==> src/rtl/crc16fr_pkg.sv <==
// Package for the CRC-16 frame receiver: item types, phase and status codes,
// and the bytewise CRC-16/MODBUS update. It depends on nothing else.
`default_nettype none

package crc16fr_pkg;

  localparam logic [7:0]  HDR_FIRST  = 8'h08;
  localparam logic [7:0]  HDR_SECOND = 8'h58;
  localparam logic [15:0] CRC_POLY   = 16'hA001;
  localparam logic [15:0] CRC_INIT   = 16'hFFFF;
  localparam logic [1:0]  MAX_LEN_RESET   = 2'd2;
  localparam logic [15:0] GAP_LIMIT_RESET = 16'd50;
  localparam logic [1:0]  PAYLOAD_DEPTH   = 2'd2;

  typedef enum logic [3:0] {
    PH_IDLE = 4'd0,
    PH_HDR2 = 4'd1,
    PH_SEQ1 = 4'd2,
    PH_SEQ2 = 4'd3,
    PH_CMD1 = 4'd4,
    PH_CMD2 = 4'd5,
    PH_LEN1 = 4'd6,
    PH_LEN2 = 4'd7,
    PH_PAY  = 4'd8,
    PH_CRC1 = 4'd9,
    PH_CRC2 = 4'd10
  } phase_e;

  typedef enum logic [1:0] {
    ST_OK  = 2'd0,
    ST_CRC = 2'd1,
    ST_LEN = 2'd2,
    ST_GAP = 2'd3
  } status_e;

  typedef enum logic {
    CMD_BYTE = 1'b0,
    CMD_TICK = 1'b1
  } cmd_e;

  typedef struct packed {
    logic       cmd;
    logic [7:0] rx_byte;
  } in_item_t;

  typedef struct packed {
    logic [1:0]  status;
    logic [15:0] command;
    logic [1:0]  payload_len;
    logic [7:0]  payload_first;
    logic [7:0]  payload_second;
  } out_item_t;

  typedef struct packed {
    logic [1:0]  max_payload_len;
    logic [15:0] gap_limit;
  } cfg_t;

  function automatic logic [15:0] crc_byte(input logic [15:0] crc, input logic [7:0] b);
    logic [15:0] c;
    c = crc ^ {8'h00, b};
    for (int i = 0; i < 8; i++) begin
      if (c[0]) begin
        c = (c >> 1) ^ CRC_POLY;
      end else begin
        c = c >> 1;
      end
    end
    return c;
  endfunction

endpackage

`default_nettype wire

==> src/rtl/crc16_frame_receiver.sv <==
// Top level of the CRC-16 frame receiver: APB registers, input and result
// registers around the parser. Depends on crc16fr_pkg and crc16fr_parser.
// Items pass the input register, then the parser, then the result register.
// Throughput: one byte or tick item per cycle unless an output stall holds it.
// Reset: parser idle, CRC at 0xFFFF, registers at their defaults (2 and 50).
`default_nettype none

module crc16_frame_receiver import crc16fr_pkg::*; (
  input  wire logic        clk_i,
  input  wire logic        rst_ni,
  input  wire logic        in_valid_i,
  output logic             in_stall_o,
  input  wire in_item_t    in_data_i,
  output logic             out_valid_o,
  input  wire logic        out_stall_i,
  output out_item_t        out_data_o,
  input  wire logic        psel,
  input  wire logic        penable,
  input  wire logic        pwrite,
  input  wire logic [2:0]  paddr,
  input  wire logic [31:0] pwdata,
  output logic [31:0]      prdata,
  output logic             pready
);

  cfg_t      cfg_q;
  logic      in_valid_q;
  in_item_t  in_q;
  logic      out_valid_q, out_valid_d;
  out_item_t out_q;
  logic      step;
  logic      res_valid;
  out_item_t res;
  logic      cfg_we;

  assign pready = 1'b1;
  assign cfg_we = psel && penable && pwrite;
  assign prdata = paddr[2] ? {16'd0, cfg_q.gap_limit} : {30'd0, cfg_q.max_payload_len};

  always_ff @(posedge clk_i or negedge rst_ni) begin
    if (!rst_ni) begin
      cfg_q.max_payload_len <= MAX_LEN_RESET;
      cfg_q.gap_limit       <= GAP_LIMIT_RESET;
    end else if (cfg_we) begin
      if (paddr[2]) begin
        cfg_q.gap_limit <= pwdata[15:0];
      end else begin
        cfg_q.max_payload_len <= pwdata[1:0];
      end
    end
  end

  assign in_stall_o = in_valid_q && out_valid_q && out_stall_i;
  assign step       = in_valid_q && !(out_valid_q && out_stall_i);

  always_ff @(posedge clk_i or negedge rst_ni) begin
    if (!rst_ni) begin
      in_valid_q <= 1'b0;
    end else if (!in_stall_o) begin
      in_valid_q <= in_valid_i;
    end
  end

  always_ff @(posedge clk_i) begin
    if (!in_stall_o && in_valid_i) begin
      in_q <= in_data_i;
    end
  end

  crc16fr_parser u_parser (
    .clk_i       (clk_i),
    .rst_ni      (rst_ni),
    .step_i      (step),
    .item_i      (in_q),
    .cfg_i       (cfg_q),
    .res_valid_o (res_valid),
    .res_o       (res)
  );

  always_comb begin
    out_valid_d = out_valid_q;
    if (step && res_valid) begin
      out_valid_d = 1'b1;
    end else if (out_valid_q && !out_stall_i) begin
      out_valid_d = 1'b0;
    end
  end

  always_ff @(posedge clk_i or negedge rst_ni) begin
    if (!rst_ni) begin
      out_valid_q <= 1'b0;
    end else begin
      out_valid_q <= out_valid_d;
    end
  end

  always_ff @(posedge clk_i) begin
    if (step && res_valid) begin
      out_q <= res;
    end
  end

  assign out_valid_o = out_valid_q;
  assign out_data_o  = out_q;

`ifndef SYNTHESIS
  a_err_no_payload: assert property (@(posedge clk_i) disable iff (!rst_ni)
    out_valid_o && (out_data_o.status != ST_OK) |->
      (out_data_o.payload_len == 2'd0) && (out_data_o.payload_first == 8'd0) &&
      (out_data_o.payload_second == 8'd0))
    else $error("error result carries payload");

  a_gap_no_cmd: assert property (@(posedge clk_i) disable iff (!rst_ni)
    out_valid_o && (out_data_o.status == ST_GAP) |-> (out_data_o.command == 16'd0))
    else $error("gap timeout result carries a command");

  a_second_zero: assert property (@(posedge clk_i) disable iff (!rst_ni)
    out_valid_o && (out_data_o.payload_len < 2'd2) |-> (out_data_o.payload_second == 8'd0))
    else $error("absent second payload byte is not zero");

  a_rise_from_item: assert property (@(posedge clk_i) disable iff (!rst_ni)
    $rose(out_valid_o) |-> $past(in_valid_q))
    else $error("result appeared without an item in the input register");
`endif

endmodule

`default_nettype wire

==> src/rtl/crc16fr_parser.sv <==
// Frame phase machine with running CRC, payload capture and gap counter.
// Depends on crc16fr_pkg for the item types, codes and the CRC update.
`default_nettype none

module crc16fr_parser import crc16fr_pkg::*; (
  input  wire logic      clk_i,
  input  wire logic      rst_ni,
  input  wire logic      step_i,
  input  wire in_item_t  item_i,
  input  wire cfg_t      cfg_i,
  output logic           res_valid_o,
  output out_item_t      res_o
);

  phase_e      phase_q, phase_d;
  logic [15:0] crc_q, crc_d;
  logic [15:0] frame_cmd_q, frame_cmd_d;
  logic [7:0]  len_low_q, len_low_d;
  logic [1:0]  exp_len_q, exp_len_d;
  logic [1:0]  pay_cnt_q, pay_cnt_d;
  logic [7:0]  crc_low_q, crc_low_d;
  logic [15:0] gap_q, gap_d;
  logic [7:0]  pay_store_q [PAYLOAD_DEPTH];
  logic        pay_we;

  logic [7:0]  b;
  logic [15:0] crc_upd;
  logic [15:0] len_full;
  logic [1:0]  limit;
  logic [16:0] gap_inc;
  logic [1:0]  pay_cnt_inc;
  logic [1:0]  n_ok;

  assign b           = item_i.rx_byte;
  assign crc_upd     = crc_byte(crc_q, b);
  assign len_full    = {b, len_low_q};
  assign limit       = (cfg_i.max_payload_len > PAYLOAD_DEPTH) ? PAYLOAD_DEPTH
                                                               : cfg_i.max_payload_len;
  assign gap_inc     = {1'b0, gap_q} + 17'd1;
  assign pay_cnt_inc = pay_cnt_q + 2'd1;
  assign n_ok        = (pay_cnt_q > PAYLOAD_DEPTH) ? PAYLOAD_DEPTH : pay_cnt_q;

  always_comb begin
    phase_d     = phase_q;
    crc_d       = crc_q;
    frame_cmd_d = frame_cmd_q;
    len_low_d   = len_low_q;
    exp_len_d   = exp_len_q;
    pay_cnt_d   = pay_cnt_q;
    crc_low_d   = crc_low_q;
    gap_d       = gap_q;
    pay_we      = 1'b0;
    res_valid_o = 1'b0;
    res_o       = '0;

    if (step_i) begin
      if (item_i.cmd == CMD_TICK) begin
        if (phase_q != PH_IDLE) begin
          if (gap_inc > {1'b0, cfg_i.gap_limit}) begin
            phase_d     = PH_IDLE;
            crc_d       = CRC_INIT;
            frame_cmd_d = '0;
            len_low_d   = '0;
            exp_len_d   = '0;
            pay_cnt_d   = '0;
            crc_low_d   = '0;
            gap_d       = '0;
            res_valid_o = 1'b1;
            res_o.status = ST_GAP;
          end else begin
            gap_d = gap_inc[15:0];
          end
        end
      end else begin
        gap_d = '0;
        unique case (phase_q)
          PH_IDLE: begin
            if (b == HDR_FIRST) begin
              crc_d       = crc_byte(CRC_INIT, b);
              frame_cmd_d = '0;
              len_low_d   = '0;
              exp_len_d   = '0;
              pay_cnt_d   = '0;
              crc_low_d   = '0;
              phase_d     = PH_HDR2;
            end
          end
          PH_HDR2: begin
            if (b == HDR_SECOND) begin
              crc_d   = crc_upd;
              phase_d = PH_SEQ1;
            end else begin
              phase_d = PH_IDLE;
              crc_d   = CRC_INIT;
            end
          end
          PH_SEQ1: begin
            crc_d   = crc_upd;
            phase_d = PH_SEQ2;
          end
          PH_SEQ2: begin
            crc_d   = crc_upd;
            phase_d = PH_CMD1;
          end
          PH_CMD1: begin
            crc_d       = crc_upd;
            frame_cmd_d = {8'h00, b};
            phase_d     = PH_CMD2;
          end
          PH_CMD2: begin
            crc_d       = crc_upd;
            frame_cmd_d = {b, frame_cmd_q[7:0]};
            phase_d     = PH_LEN1;
          end
          PH_LEN1: begin
            crc_d     = crc_upd;
            len_low_d = b;
            phase_d   = PH_LEN2;
          end
          PH_LEN2: begin
            crc_d     = crc_upd;
            pay_cnt_d = '0;
            if (len_full == 16'd0) begin
              exp_len_d = '0;
              phase_d   = PH_CRC1;
            end else if (len_full > {14'd0, limit}) begin
              phase_d      = PH_IDLE;
              crc_d        = CRC_INIT;
              frame_cmd_d  = '0;
              len_low_d    = '0;
              exp_len_d    = '0;
              crc_low_d    = '0;
              res_valid_o  = 1'b1;
              res_o.status = ST_LEN;
              res_o.command = frame_cmd_q;
            end else begin
              exp_len_d = len_full[1:0];
              phase_d   = PH_PAY;
            end
          end
          PH_PAY: begin
            crc_d     = crc_upd;
            pay_we    = 1'b1;
            pay_cnt_d = pay_cnt_inc;
            if (pay_cnt_inc >= exp_len_q) begin
              phase_d = PH_CRC1;
            end
          end
          PH_CRC1: begin
            crc_low_d = b;
            phase_d   = PH_CRC2;
          end
          PH_CRC2: begin
            res_valid_o   = 1'b1;
            res_o.command = frame_cmd_q;
            if ({b, crc_low_q} == crc_q) begin
              res_o.status      = ST_OK;
              res_o.payload_len = n_ok;
              if (n_ok >= 2'd1) begin
                res_o.payload_first = pay_store_q[0];
              end
              if (n_ok >= 2'd2) begin
                res_o.payload_second = pay_store_q[1];
              end
            end else begin
              res_o.status = ST_CRC;
            end
            phase_d     = PH_IDLE;
            crc_d       = CRC_INIT;
            frame_cmd_d = '0;
            len_low_d   = '0;
            exp_len_d   = '0;
            pay_cnt_d   = '0;
            crc_low_d   = '0;
          end
          default: begin
            phase_d     = PH_IDLE;
            crc_d       = CRC_INIT;
            frame_cmd_d = '0;
            len_low_d   = '0;
            exp_len_d   = '0;
            pay_cnt_d   = '0;
            crc_low_d   = '0;
          end
        endcase
      end
    end
  end

  always_ff @(posedge clk_i or negedge rst_ni) begin
    if (!rst_ni) begin
      phase_q     <= PH_IDLE;
      crc_q       <= CRC_INIT;
      frame_cmd_q <= '0;
      len_low_q   <= '0;
      exp_len_q   <= '0;
      pay_cnt_q   <= '0;
      crc_low_q   <= '0;
      gap_q       <= '0;
    end else begin
      phase_q     <= phase_d;
      crc_q       <= crc_d;
      frame_cmd_q <= frame_cmd_d;
      len_low_q   <= len_low_d;
      exp_len_q   <= exp_len_d;
      pay_cnt_q   <= pay_cnt_d;
      crc_low_q   <= crc_low_d;
      gap_q       <= gap_d;
    end
  end

  always_ff @(posedge clk_i) begin
    if (pay_we) begin
      pay_store_q[pay_cnt_q[0]] <= b;
    end
  end

endmodule

`default_nettype wire
==> config.mk <==
export PLATFORM = sky130hd
export DESIGN_NAME = crc16_frame_receiver
export DESIGN_NICKNAME = d
export VERILOG_FILES = /design/src/rtl/crc16fr_pkg.sv /design/src/rtl/crc16_frame_receiver.sv /design/src/rtl/crc16fr_parser.sv
export SDC_FILE = /design/constraint.sdc
export NUM_CORES = 1
export LEC_CHECK = 0
export BUFFER_PORTS_ARGS = -buffer_cell sky130_fd_sc_hd__buf_2
export CAP_MARGIN = 25
export CORE_ASPECT_RATIO = 1.4
export CORE_MARGIN = 5
export CORE_UTILIZATION = 61
export CTS_CLUSTER_DIAMETER = 30
export DETAILED_ROUTE_END_ITERATION = 10
export PLACE_DENSITY = 0.93
export SLEW_MARGIN = 10
export SYNTH_ARGS = -nofsm -noshare
export SYNTH_HDL_FRONTEND = slang
export SYNTH_SLANG_ARGS = --single-unit
==> constraint.sdc <==
create_clock -name clk_i -period 13.65 [get_ports clk_i]
set_clock_uncertainty 0.1 [all_clocks]
set_input_delay 2.73 -clock clk_i [delete_from_list [all_inputs] [get_ports clk_i]]
set_output_delay 2.73 -clock clk_i [all_outputs]
set_load 0.01 [all_outputs]
* Word-level counts from Yosys, hierarchy flattened
Memory sizes are Yosys's and may differ from the RTL's. A register that Yosys moved wholly into a read port is not among the register bits. Index checks and enable logic that the tools add are counted.
Cells by class: magnitude comparators 7, $add $sub $neg 2, eq/ne operators 26, reductions and logical operators 37, bitwise gates (word level) 24, muxes and demuxes 113
Operator list (number):
- 16-bit two-way mux | 61
- 16-bit one-hot mux with 5 select lines | 2
- 8-bit one-hot mux with 4 select lines | 2
- 8-bit two-way mux | 7
- 2-bit inverter with 3-bit output | 16
- 4-bit one-hot mux with 10 select lines | 1
- 18-bit two-way mux | 2
- 18-bit one-hot mux with 2 select lines | 1
- 4-bit two-way mux | 7
- 2-bit two-way mux | 13
- 7-bit AND reduction | 3
- 7-bit OR reduction | 3
- 5-bit AND reduction | 4
- 16-bit by 1-bit adder with 17-bit output, second input constant | 1
- 17-bit by 16-bit greater-than comparator with 1-bit output | 1
- 16-bit == test | 1
- 4-bit by 3-bit == test with 1-bit output, second input constant | 4
- 16-bit by 2-bit greater-than comparator with 1-bit output | 1
- 16-bit logical NOT | 1
- 8-bit inverter with 16-bit output | 1
- 16-bit by 8-bit bitwise XOR with 16-bit output | 1
- 1-bit two-way mux | 14
- 2-bit by 1-bit != test with 1-bit output, second input constant | 7
- 4-bit == test, second input constant | 3
- 27 further kinds | 52
Storage, ports and cells: memories 1, flip-flop bits (word level) 121, input bits 51, memory bits (writable) 16, output and inout bits 71, logic and storage cells 228
Memories:
- u_parser.pay_store_q | words 2, width 8, rd ports 2, clocked after Yosys merged registers in 2, write ports 1, line crc16fr_parser.sv:23 | logic [7:0] pay_store_q [PAYLOAD_DEPTH];

* Longest topological paths before layout
Gate-level depths: netlist of run 1.
word-level depth 48, mapped depth 16, depth with buffers taken out 14

* Modules after synthesis
From an unflattened synthesis of run 1, not the netlist that was laid out.
Second synthesis, totals: cell total of the unflattened synthesis 755, area total of the unflattened synthesis 8236.6 um2
By module, submodules not included:
- crc16fr_parser | sequential area each 2302.2 um2, cells each 623, instances 1, area an instance 5794.3 um2
- crc16_frame_receiver | sequential area each 1856.8 um2, cells each 132, instances 1, area an instance 2442.3 um2

* Worst setup path after synthesis of run 1
No wires, ideal clock.
path type in2out, start input paddr[2], end output prdata[1], stages 4, arrival time 3356 ps, slack 7464 ps, data required time 10820 ps, buffers on the path 2, path through clkbuf_1 > clkbuf_1 > nand2_1 > o21ai_0
On the way: longest elaborated chain between the ends 1
RTL lines:
- start, declared | line crc16_frame_receiver.sv:20 | input wire logic [2:0] paddr,
- 16-bit two-way mux | line crc16_frame_receiver.sv:38 | assign prdata = paddr[2] ? {16'd0, cfg_q.gap_limit} : {30'd0, cfg_q.max_payload_len};
- end, declared | line crc16_frame_receiver.sv:22 | output logic [31:0] prdata,
Every way passes these cells.

* Final worst setup path of run 1
start input paddr[2], end output prdata[0]
Same word-level chain as after synthesis.

==> summary.md, run 1 <==
The first global-routing pass estimated 31100 um of wire. The analysis attributes to cell leakage a power of 0.00404 uW. The worst setup path is launched from a primary input.

The HPWL after detailed placement is 13200 um. The logs give 15800 sq um for the die area and 13300 sq um for the core region area. For the deepest level of the CTS H-tree, the log shows 4. The number of gates resized after CTS was 0.

Max-cap violations in this run came to 0. The number of synthesized flops with an enable pin came out at 61. After synthesis the cells add up to 8170 sq um. The clock net in this run drives a total of 153 sinks.

Hold timing on the final database bottoms out at a slack of 0.384 ns. The average instance in the mapped netlist occupies 10.8 sq um. The period utilization was 46.3%. The share of post-route cells with drive strength above 1 was 21.4%. In the final design database the tool counted 916 nets.

For the worst setup path, the data required time is 10.82 ns. From left edge to right edge, the die measures 108 um. TritonCTS built the clock tree. For the routability-driven placement congestion ratio, the log shows 0.906. Using the TritonRoute via totals, the vias-per-cell ratio works out to 6.05. The share of synthesized flip-flops with an asynchronous set or reset was 60.1%; the number of endpoints failing setup at the final stage was 0.

The total count of hold-check failures in the final report was 0; the number of pins with negative max-slew slack in the final report was 0. Counting distinct cell types in the post-synthesis netlist gives 69. Based on the critical path, the design can be clocked at up to 0.158 GHz. Counting every instance in the synthesized netlist gives 759. After detailed routing, the number of remaining DRC violations is 0. The maximum fanout count along the critical path came out at 19.

The final-layout setup total negative slack is 0 ns, and the power density over the cells is 175 nW/um^2. After global routing the overflow that remains totals 0. The logs give 0.43 ns for the insertion delay of the later-clocked pin in the worst-skew pair and 25.0% for the overall fraction of global-route tracks in use. The floorplan step set the die height to 147 um. Once placement completed, the tool counted placed cells totaling 994.

Across all setup checks in the final design, the least slack found is 7.33 ns. In this run the clock root is driven by a sky130_fd_sc_hd__clkbuf_16. Number of register bits inferred by synthesis: 153. For this run, the detailed router's first-pass iteration total came to 7. The category of the critical setup timing path is in -> out. Buffers added to address setup during post-CTS repair amount to 0. The sequential cells in the finished layout cover a total of 4160 sq um. Clock tree synthesis inserted a total of 17 buffers. Timing analysis after detailed placement gives a worst setup slack of 7.32 ns.

The largest individual stage delay along the critical path comes from the cell sky130_fd_sc_hd__mux2_2. Detailed routing inserted a total of 6221 vias. Yosys printed 0 warnings. From synthesis to final layout, the design area changed by 13.6%.

The number of cell rows was 50; the multi-input gate area in the final layout was 3630 sq um. The part of the Yosys area used for sequential elements was 50.9%. For the worst slew margin relative to its limit, the log shows 36.1%. Once detail routing completed, the nets flagged for antenna violations numbered 0. The filler cells instantiated in the layout total 900. For the worst endpoint data arrival time, the log shows 3.49 ns.

In this design, the critical path's most frequently occurring cell is sky130_fd_sc_hd__buf_2. Leaving out filler cells and counting taps, the final layout contains 1028. In the synthesized netlist the dominant register cell turns out to be sky130_fd_sc_hd__dfrtp_1.

The tools report the maximum number of pins on one net before global-route repair as 68. The run gives 6209 as the via count of the first global-routing pass. The path class of the tightest hold or removal check is reg -> reg. The clock-pin transition on the worst setup and hold timing paths is 0.07 ns, and the largest vdd supply drop is 0.112 mV. After detailed routing, the total wire length is 19400 um. Setup repair after global routing left no endpoint under its margin. The run gives 552 as the number of DRC violations after detailed-routing iteration 0. For this design the top-level I/O count stands at 122. During placement, the flow inserted port buffers numbering 86. The flow ran to the end, and the final reports show no timing, DRC or antenna violations. The maximum buffer depth of the clock tree was 2. Walking the worst path, the cells encountered are buf_2 -> mux2_2 -> buf_2. Slew of the pin with the lowest slew margin: 0.959 ns. The initial utilization of the core area, before any placement, comes to 61.6%. After detailed routing, the average wire length per cell comes to 18.9 um. The number of antenna violations at the first check in global routing is 0, and the worst stage delay on the critical path is 0.37 ns. After layout, the design draws a total of 1620 uW.

For this design, the CTS-stage hold fixing added 0 buffers. STA classifies the critical path endpoint as a primary output. Subtracting the final worst setup slack from the clock period gives 6.32 ns.
worst paths after layout:
check | startpoint | endpoint | slack [ns] | depth (start not counted)
worst max-delay path | paddr[2] | prdata[0] | 7.33 | 3
worst min-delay path | u_parser.len_low_q[3]$_DFFE_PN0P_ | u_parser.len_low_q[3]$_DFFE_PN0P_ | 0.38 | 1
worst max register to register | u_parser.gap_q[0]$_DFFE_PN0P_ | out_data_o[27]$_SDFFCE_PP0P_ | 8.97 | 14
worst min register to register | u_parser.len_low_q[3]$_DFFE_PN0P_ | u_parser.len_low_q[3]$_DFFE_PN0P_ | 0.38 | 1
max in group asynchronous | rst_ni | u_parser.gap_q[15]$_DFFE_PN0P_ | 10.19 | 2
min in group asynchronous | rst_ni | u_parser.frame_cmd_q[4]$_DFFE_PN0P_ | 2.10 | 1
Yosys cell counts (19+ instances only):
cell	instances	share of area, %
sky130_fd_sc_hd__xnor2_1	29	3.1
sky130_fd_sc_hd__o21ai_0	42	2.6
sky130_fd_sc_hd__nand2_1	64	2.9
sky130_fd_sc_hd__mux2_2	20	2.8
sky130_fd_sc_hd__nand3_1	19	1.2
sky130_fd_sc_hd__ha_1	33	5.1
sky130_fd_sc_hd__a21oi_1	41	2.5
sky130_fd_sc_hd__buf_4	20	1.8
sky130_fd_sc_hd__and2_1	49	3.8
sky130_fd_sc_hd__dfstp_2	20	6.4
sky130_fd_sc_hd__nor2_1	36	1.7
sky130_fd_sc_hd__xor2_1	32	3.4
sky130_fd_sc_hd__inv_1	35	1.6
sky130_fd_sc_hd__dfrtp_1	72	22
sky130_fd_sc_hd__edfxtp_1	61	22
report_power, final:
group | total (uW) | leakage (uW) | internal (uW) | switching (uW)
sequential | 652 | 0.00173 | 561 | 90.4
combinational | 462 | 0.00199 | 202 | 259
clock | 505 | 0.000315 | 284 | 221
total | 1620 | 0.00404 | 1050 | 571
sequential cells by signal (all words and copies together) (netlist names):
signal	count
u_parser.phase_q	4
out_data_o	36
u_parser.pay_store_q	16
u_parser.frame_cmd_q	16
u_parser.len_low_q	8
u_parser.gap_q	16
u_parser.pay_cnt_q	2
u_parser.exp_len_q	2
u_parser.crc_low_q	8
out_valid_o	1
u_parser.crc_q	16
in_valid_q	1
cfg_q	18
in_q	9
cells by family after synthesis:
group           Yosys count  share of synthesized area (%)
simple gates            241                           15.6
compound gates          158                           12.9
flops                   153                           50.9
buf+inv                  87                           5.33
xor+xnor                 65                           7.34
fa+ha+maj                33                           5.06
mux                      20                           2.76
other cells               2                         0.0920
metal layers:
layer	vias up	wire length (um)	GRT usage [%]
li1	2811	-	-
met1	2965	6770	27.1
met5	-	0	0
met3	89	1330	5.14
met2	356	10200	44.1
met4	0	1080	15.4
per-stage QoR:
step | util, % | instance area (sq um)
6_report | 69.9 | 9270
5_1_grt | 69.9 | 9270
4_1_cts | 69.8 | 9260
3_5_place_dp | 64.9 | 8610
3_3_place_gp | 64.9 | 8610
2_1_floorplan | - | 8220
critical path, delay by kind of cell:
kind | cells | cell delay, ns
buf+inv | 2 | 0.39
mux | 1 | 0.37
area by class of cell:
cell class,count,share of cell area (%)
sequential,153,44.8
multi-input combinational,534,39.2
timing repair buffer,91,5.15
inverter,35,1.42
clock inverter,15,2.36
clock buffer,17,4.59
antenna,1,0.0270
tap,182,2.46
cells in the final DEF, fill, tap and decap left out, types with 6 or more instances in the layout:
cell | synthesis | routed
sky130_fd_sc_hd__a32o_1 | 8 | 8
sky130_fd_sc_hd__ha_1 | 33 | 33
sky130_fd_sc_hd__nand2b_1 | 8 | 8
sky130_fd_sc_hd__o21ai_0 | 42 | 42
sky130_fd_sc_hd__nor2_1 | 36 | 35
sky130_fd_sc_hd__dfrtp_1 | 72 | 72
sky130_fd_sc_hd__and3_1 | 11 | 11
sky130_fd_sc_hd__clkbuf_16 | 0 | 17
sky130_fd_sc_hd__nand2_1 | 64 | 64
sky130_fd_sc_hd__nand3_1 | 19 | 19
sky130_fd_sc_hd__xnor2_1 | 29 | 29
sky130_fd_sc_hd__nand4_1 | 11 | 11
sky130_fd_sc_hd__and2_1 | 49 | 49
sky130_fd_sc_hd__edfxtp_1 | 61 | 61
sky130_fd_sc_hd__a22o_1 | 11 | 11
sky130_fd_sc_hd__nor3_1 | 13 | 13
sky130_fd_sc_hd__xor2_1 | 32 | 32
sky130_fd_sc_hd__a211oi_1 | 7 | 7
sky130_fd_sc_hd__buf_2 | 9 | 85
sky130_fd_sc_hd__nor4_1 | 7 | 7
sky130_fd_sc_hd__mux2_2 | 20 | 20
sky130_fd_sc_hd__inv_8 | 0 | 6
sky130_fd_sc_hd__dfstp_2 | 20 | 20
sky130_fd_sc_hd__conb_1 | 2 | 17
sky130_fd_sc_hd__a21oi_1 | 41 | 41
sky130_fd_sc_hd__inv_1 | 35 | 35
sky130_fd_sc_hd__o2bb2ai_1 | 8 | 8
No activity file was read; power rests on OpenSTA's default activity.
==> run 2, diff against run 1 <==
--- a/config.mk
+++ b/config.mk
@@ -5,14 +5,15 @@
 export SDC_FILE = /design/constraint.sdc
 export NUM_CORES = 1
 export LEC_CHECK = 0
+export ABC_AREA = 1
 export BUFFER_PORTS_ARGS = -buffer_cell sky130_fd_sc_hd__buf_2
 export CAP_MARGIN = 25
 export CORE_ASPECT_RATIO = 1.4
 export CORE_MARGIN = 5
-export CORE_UTILIZATION = 61
+export CORE_UTILIZATION = 58
 export CTS_CLUSTER_DIAMETER = 30
 export DETAILED_ROUTE_END_ITERATION = 10
-export PLACE_DENSITY = 0.93
+export PLACE_DENSITY = 0.88
 export SLEW_MARGIN = 10
 export SYNTH_ARGS = -nofsm -noshare
 export SYNTH_HDL_FRONTEND = slang
==> constraint.sdc (replaced) <==
create_clock -name clk_i -period 6.3 [get_ports clk_i]
set_clock_uncertainty 0.1 [all_clocks]
set_input_delay 1.26 -clock clk_i [delete_from_list [all_inputs] [get_ports clk_i]]
set_output_delay 1.26 -clock clk_i [all_outputs]
set_load 0.01 [all_outputs]
==> run 2 against run 1 <==
Against the previous run: non-clock buffer count fell by 1; wire length up 4.4%; clock-buffer cell count unchanged; via count increased by 15%; die area increased by 12%; core utilization decreased by 3.9 points; largest cell class unchanged.
==> summary.md, run 2 <==
The cell at the root of the clock tree is sky130_fd_sc_hd__clkbuf_16 (unchanged). The hold buffer count at CTS was 0 (unchanged). The run finished with clean final reports.

Area growth from synthesis to final layout: 12.1% (was 13.6%). The dominant synthesized flop cell is sky130_fd_sc_hd__dfrtp_1 (unchanged). The period utilization was 65.0%. The detailed placer's ending HPWL is 14800 um (was 13200 um), and the part of the Yosys area used for sequential elements is 47.1% (was 50.9%). The endpoint required time on the critical path is 6.30 ns (was 10.82 ns), and the maximum number of pins on one net before global-route repair is 54 (was 68).

The cell type contributing the most total cell area after synthesis was sky130_fd_sc_hd__edfxtp_1 (unchanged). The logs give 0 (unchanged) for the total count of hold-check failures in the final report and 0 (unchanged) for the number of antenna violations at the first check in global routing. Launching element type of the critical path: a register (was a primary input).

The tools report the largest vdd supply drop as 0.228 mV (was 0.112 mV). The overall die width was 114 um (was 108 um); the number of endpoints failing setup at the final stage was 0 (unchanged). For the number of DRC violations after detailed-routing iteration 0, the log shows 532 (was 552). The tools report the insertion delay of the later-clocked pin in the worst-skew pair as 0.43 ns (about the same). Dominant cell type by count on the critical path: sky130_fd_sc_hd__nand2_1 (was sky130_fd_sc_hd__buf_2). The run gives 20300 um (was 19400 um) as the final routed wirelength across all metal layers. The run gives 49 (was 69) as the count of different cell masters after synthesis. The logs give 153 (unchanged) for the number of clock sinks and 0 (was 1) for the count of inserted antenna diode cells. The number of input and output port buffers inserted is 86 (unchanged). Chain of cells forming the critical path: ha_1 -> nand2_2 -> inv_2 -> nand2_4 -> nor2_4 -> nand4_1 -> nor2_1 -> nand2_1 -> nor2_1 -> xor2_1 -> ha_1 -> nand2_1 -> inv_1 -> nand3_2 -> nor2_1 -> nand3_1 -> nand3_2 -> nand4_1 -> nand2_1 -> nand2_1 -> inv_1 -> buf_4 (was buf_2 -> mux2_2 -> buf_2).

Total clock buffers created by CTS: 17 (unchanged). The top cell family by delay on the critical path was simple AND/OR/NAND/NOR gates (was buffers and inverters). The mean instance size in the synthesized netlist works out to 8.40 sq um (was 10.8 sq um). The run gives 4.10 ns (was 3.49 ns) as the worst endpoint data arrival time. The most frequently used cell type in the post-synthesis netlist was sky130_fd_sc_hd__nand2_1 (was sky130_fd_sc_hd__dfrtp_1).

The clock-pin transition on the worst setup and hold timing paths works out to 0.06 ns (was 0.07 ns). The tools report the number of primary I/O pins as 122 (unchanged). Setup repair after global routing left no endpoint under its margin.

Share of synthesized flip-flops with an asynchronous set or reset: 60.1% (unchanged). The type of the worst min-delay path is reg -> reg (unchanged). The power density over the cells works out to 315 nW/um^2 (was 175 nW/um^2). Top library cells by usage in the layout, fill and taps aside: sky130_fd_sc_hd__nand2_1, sky130_fd_sc_hd__inv_1, sky130_fd_sc_hd__nor2_1, sky130_fd_sc_hd__buf_2, sky130_fd_sc_hd__dfrtp_1 (was sky130_fd_sc_hd__buf_2, sky130_fd_sc_hd__dfrtp_1, sky130_fd_sc_hd__nand2_1, sky130_fd_sc_hd__edfxtp_1, sky130_fd_sc_hd__and2_1). The first-pass GRT wire length came out at 33300 um (was 31100 um).

The overall fraction of global-route tracks in use was 23.7% (was 25.0%); the die area was 17800 sq um (was 15800 sq um). The number of synthesized flops with an enable pin is 61 (unchanged), and the final antenna-violating net count is 0 (unchanged). The count of max-cap constraint violations came out at 0 (unchanged).

The share of the core filled with cells is 66.0% (was 69.9%). Category of the critical setup timing path: reg -> reg (was in -> out). The number of cell rows came out at 53 (was 50). The tools report the core region area as 15000 sq um (was 13300 sq um).

The commonest non-fill, non-tap cell in the layout is sky130_fd_sc_hd__nand2_1 (was sky130_fd_sc_hd__buf_2). The final net count is 1217 (was 916). TritonCTS built the clock tree. The detailed-route DRC error count is 0 (unchanged), and the flip-flop count of the largest register after layout is 36 (unchanged). The deepest level of the CTS H-tree was 4 (unchanged); the clock period minus worst slack was 4.10 ns.

Synthesized netlist cell count: 1051 (was 759). The worst slew margin relative to its limit is 37.6% (was 36.1%). Number of register bits inferred by synthesis: 153 (unchanged). Cell types occupying the most area after synthesis: sky130_fd_sc_hd__edfxtp_1, sky130_fd_sc_hd__dfrtp_1, sky130_fd_sc_hd__nand2_1, sky130_fd_sc_hd__dfstp_2, sky130_fd_sc_hd__inv_1 (was sky130_fd_sc_hd__edfxtp_1, sky130_fd_sc_hd__dfrtp_1, sky130_fd_sc_hd__dfstp_2, sky130_fd_sc_hd__ha_1, sky130_fd_sc_hd__and2_1). The maximum fanout count along the critical path is 25 (was 19), and the mapped cell area is 8820 sq um (was 8170 sq um).

The number of pins with negative max-slew slack in the final report was 0 (unchanged). The effective utilization at floorplan is 58.9% (was 61.6%), and the die height is 156 um (was 147 um). The synthesis warning total was 0 (unchanged). The static leakage is 0.00458 uW (was 0.00404 uW). Based on the critical path, the design can be clocked at up to 0.244 GHz. The final global-route overflow total is 0 (unchanged).

The routed wire length per instance was 15.2 um (was 18.9 um). Slowest cell on the critical path: sky130_fd_sc_hd__buf_4 (was sky130_fd_sc_hd__mux2_2). For the number of gates resized after CTS, the log shows 0 (unchanged). Share of post-route cells with drive strength above 1: 18.7% (was 21.4%).

Commonest cells post-synth: sky130_fd_sc_hd__nand2_1, sky130_fd_sc_hd__inv_1, sky130_fd_sc_hd__nor2_1, sky130_fd_sc_hd__dfrtp_1, sky130_fd_sc_hd__edfxtp_1 (was sky130_fd_sc_hd__dfrtp_1, sky130_fd_sc_hd__nand2_1, sky130_fd_sc_hd__edfxtp_1, sky130_fd_sc_hd__and2_1, sky130_fd_sc_hd__o21ai_0). The tools report the number of iterations in the first detailed-routing pass as 6 (was 7). The category of the worst setup path capture point was a register (was a primary output).

The share of the synthesized area in the top cell type came out at 20.8% (was 22.4%). The via count of the first global-routing pass came out at 7113 (was 6209). Post-CTS setup-driven buffer insertion count: 0 (unchanged). The detailed-route vias per instance was 5.34 (was 6.05).

The final-layout setup total negative slack is 0 ns (unchanged), and the routability-driven placement congestion ratio is 1.00 (was 0.906). The slew of the pin with the lowest slew margin was 0.934 ns (was 0.959 ns); the count of buffer and inverter cells on the critical path was 4 (was 2). The worst stage delay on the critical path was 0.40 ns (was 0.37 ns); the maximum buffer depth of the clock tree was 2 (unchanged). The tools report the total number of vias as 7139 (was 6221).
## run 2: cell types whose count changed after synthesis, moves of 17 or more
cell                      previous run  this run
sky130_fd_sc_hd__and2_1             49         0
sky130_fd_sc_hd__inv_1              35       134
sky130_fd_sc_hd__mux2_2             20         0
sky130_fd_sc_hd__nand2_1            64       290
sky130_fd_sc_hd__nand3_1            19        38
sky130_fd_sc_hd__nor2_1             36       100
sky130_fd_sc_hd__o21ai_0            42        59
## run 2: where the power goes
part / internal, uW / total, uW / switching (uW)
registers: 1160 / 1260 / 91.4
clock network: 569 / 1030 / 462
logic: 289 / 829 / 540
total: 2020 / 3110 / 1090
## run 2: metal layers
layer	vias up	GRT usage, %	routed length (um)
met5	-	0	0
met4	0	13.4	1090
met3	87	4.42	1090
met2	246	41.8	10700
met1	3321	26.6	7400
li1	3485	-	-
## run 2: cell families (layout without fill, tap and decap cells)
family                     Yosys count  count (layout)  share of synthesized area, %
adders and majority gates           33              33                          4.68
DFF                                153             153                          47.1
and+or+nand+nor                    509             509                          26.4
other                                2              17                        0.0851
xor gates and xnor gates            38              38                          3.77
AOI/OAI and AO/OA                  126             126                          8.22
buffers and inverters              190             270                          9.67
## run 2: cell type report
type / instances / area [sq um]
clock buffers: 17 / 425
clock inverters: 15 / 176
fillers: 1187 / 5090
inverters: 148 / 563
multi-input cells: 723 / 3870
flip-flops and latches: 153 / 4160
well taps: 192 / 240
repair buffers: 90 / 460
## run 2: worst paths after layout
kind	endpoint	start	cells after the start	slack [ns]
min in group asynchronous	cfg_q[12]$_DFFE_PN0P_	rst_ni	1	0.71
setup / recovery	out_data_o[16]$_SDFFCE_PP0P_	u_parser.gap_q[0]$_DFFE_PN0P_	22	2.20
hold reg to reg	u_parser.len_low_q[6]$_DFFE_PN0P_	u_parser.len_low_q[6]$_DFFE_PN0P_	2	0.37
max in group asynchronous	u_parser.frame_cmd_q[14]$_DFFE_PN0P_	rst_ni	2	4.32
hold / removal	u_parser.len_low_q[6]$_DFFE_PN0P_	u_parser.len_low_q[6]$_DFFE_PN0P_	2	0.37
setup reg to reg	out_data_o[16]$_SDFFCE_PP0P_	u_parser.gap_q[0]$_DFFE_PN0P_	22	2.20
## run 2: metrics by stage
step | hold slack, ns | cell area (sq um) | setup WS (ns) | cells | power [uW]
floorplan | 0.339 | 8880 | 2.73 | 1066 | 1900
global placement | 0.354 | 9290 | 2.40 | 1305 | 2060
detailed placement | 0.360 | 9290 | 2.23 | 1306 | 2080
CTS | 0.375 | 9890 | 2.23 | 1338 | 3110
global route | 0.399 | 9890 | 1.83 | 1338 | 3280
finish | 0.372 | 9890 | 2.20 | 1338 | 3110
## run 2: worst reg2reg max path: stages, from the launching register on
cell                      delay [ns]
sky130_fd_sc_hd__dfrtp_1        0.38
sky130_fd_sc_hd__ha_1           0.20
sky130_fd_sc_hd__nand2_2        0.08
sky130_fd_sc_hd__inv_2          0.08
sky130_fd_sc_hd__nand2_4        0.06
sky130_fd_sc_hd__nor2_4         0.16
sky130_fd_sc_hd__nand4_1        0.15
sky130_fd_sc_hd__nor2_1         0.12
sky130_fd_sc_hd__nand2_1        0.07
sky130_fd_sc_hd__nor2_1         0.12
sky130_fd_sc_hd__xor2_1         0.26
sky130_fd_sc_hd__ha_1           0.20
sky130_fd_sc_hd__nand2_1        0.06
sky130_fd_sc_hd__inv_1          0.06
sky130_fd_sc_hd__nand3_2        0.08
sky130_fd_sc_hd__nor2_1         0.15
sky130_fd_sc_hd__nand3_1        0.11
sky130_fd_sc_hd__nand3_2        0.12
sky130_fd_sc_hd__nand4_1        0.19
sky130_fd_sc_hd__nand2_1        0.16
sky130_fd_sc_hd__nand2_1        0.08
sky130_fd_sc_hd__inv_1          0.37
sky130_fd_sc_hd__buf_4          0.40
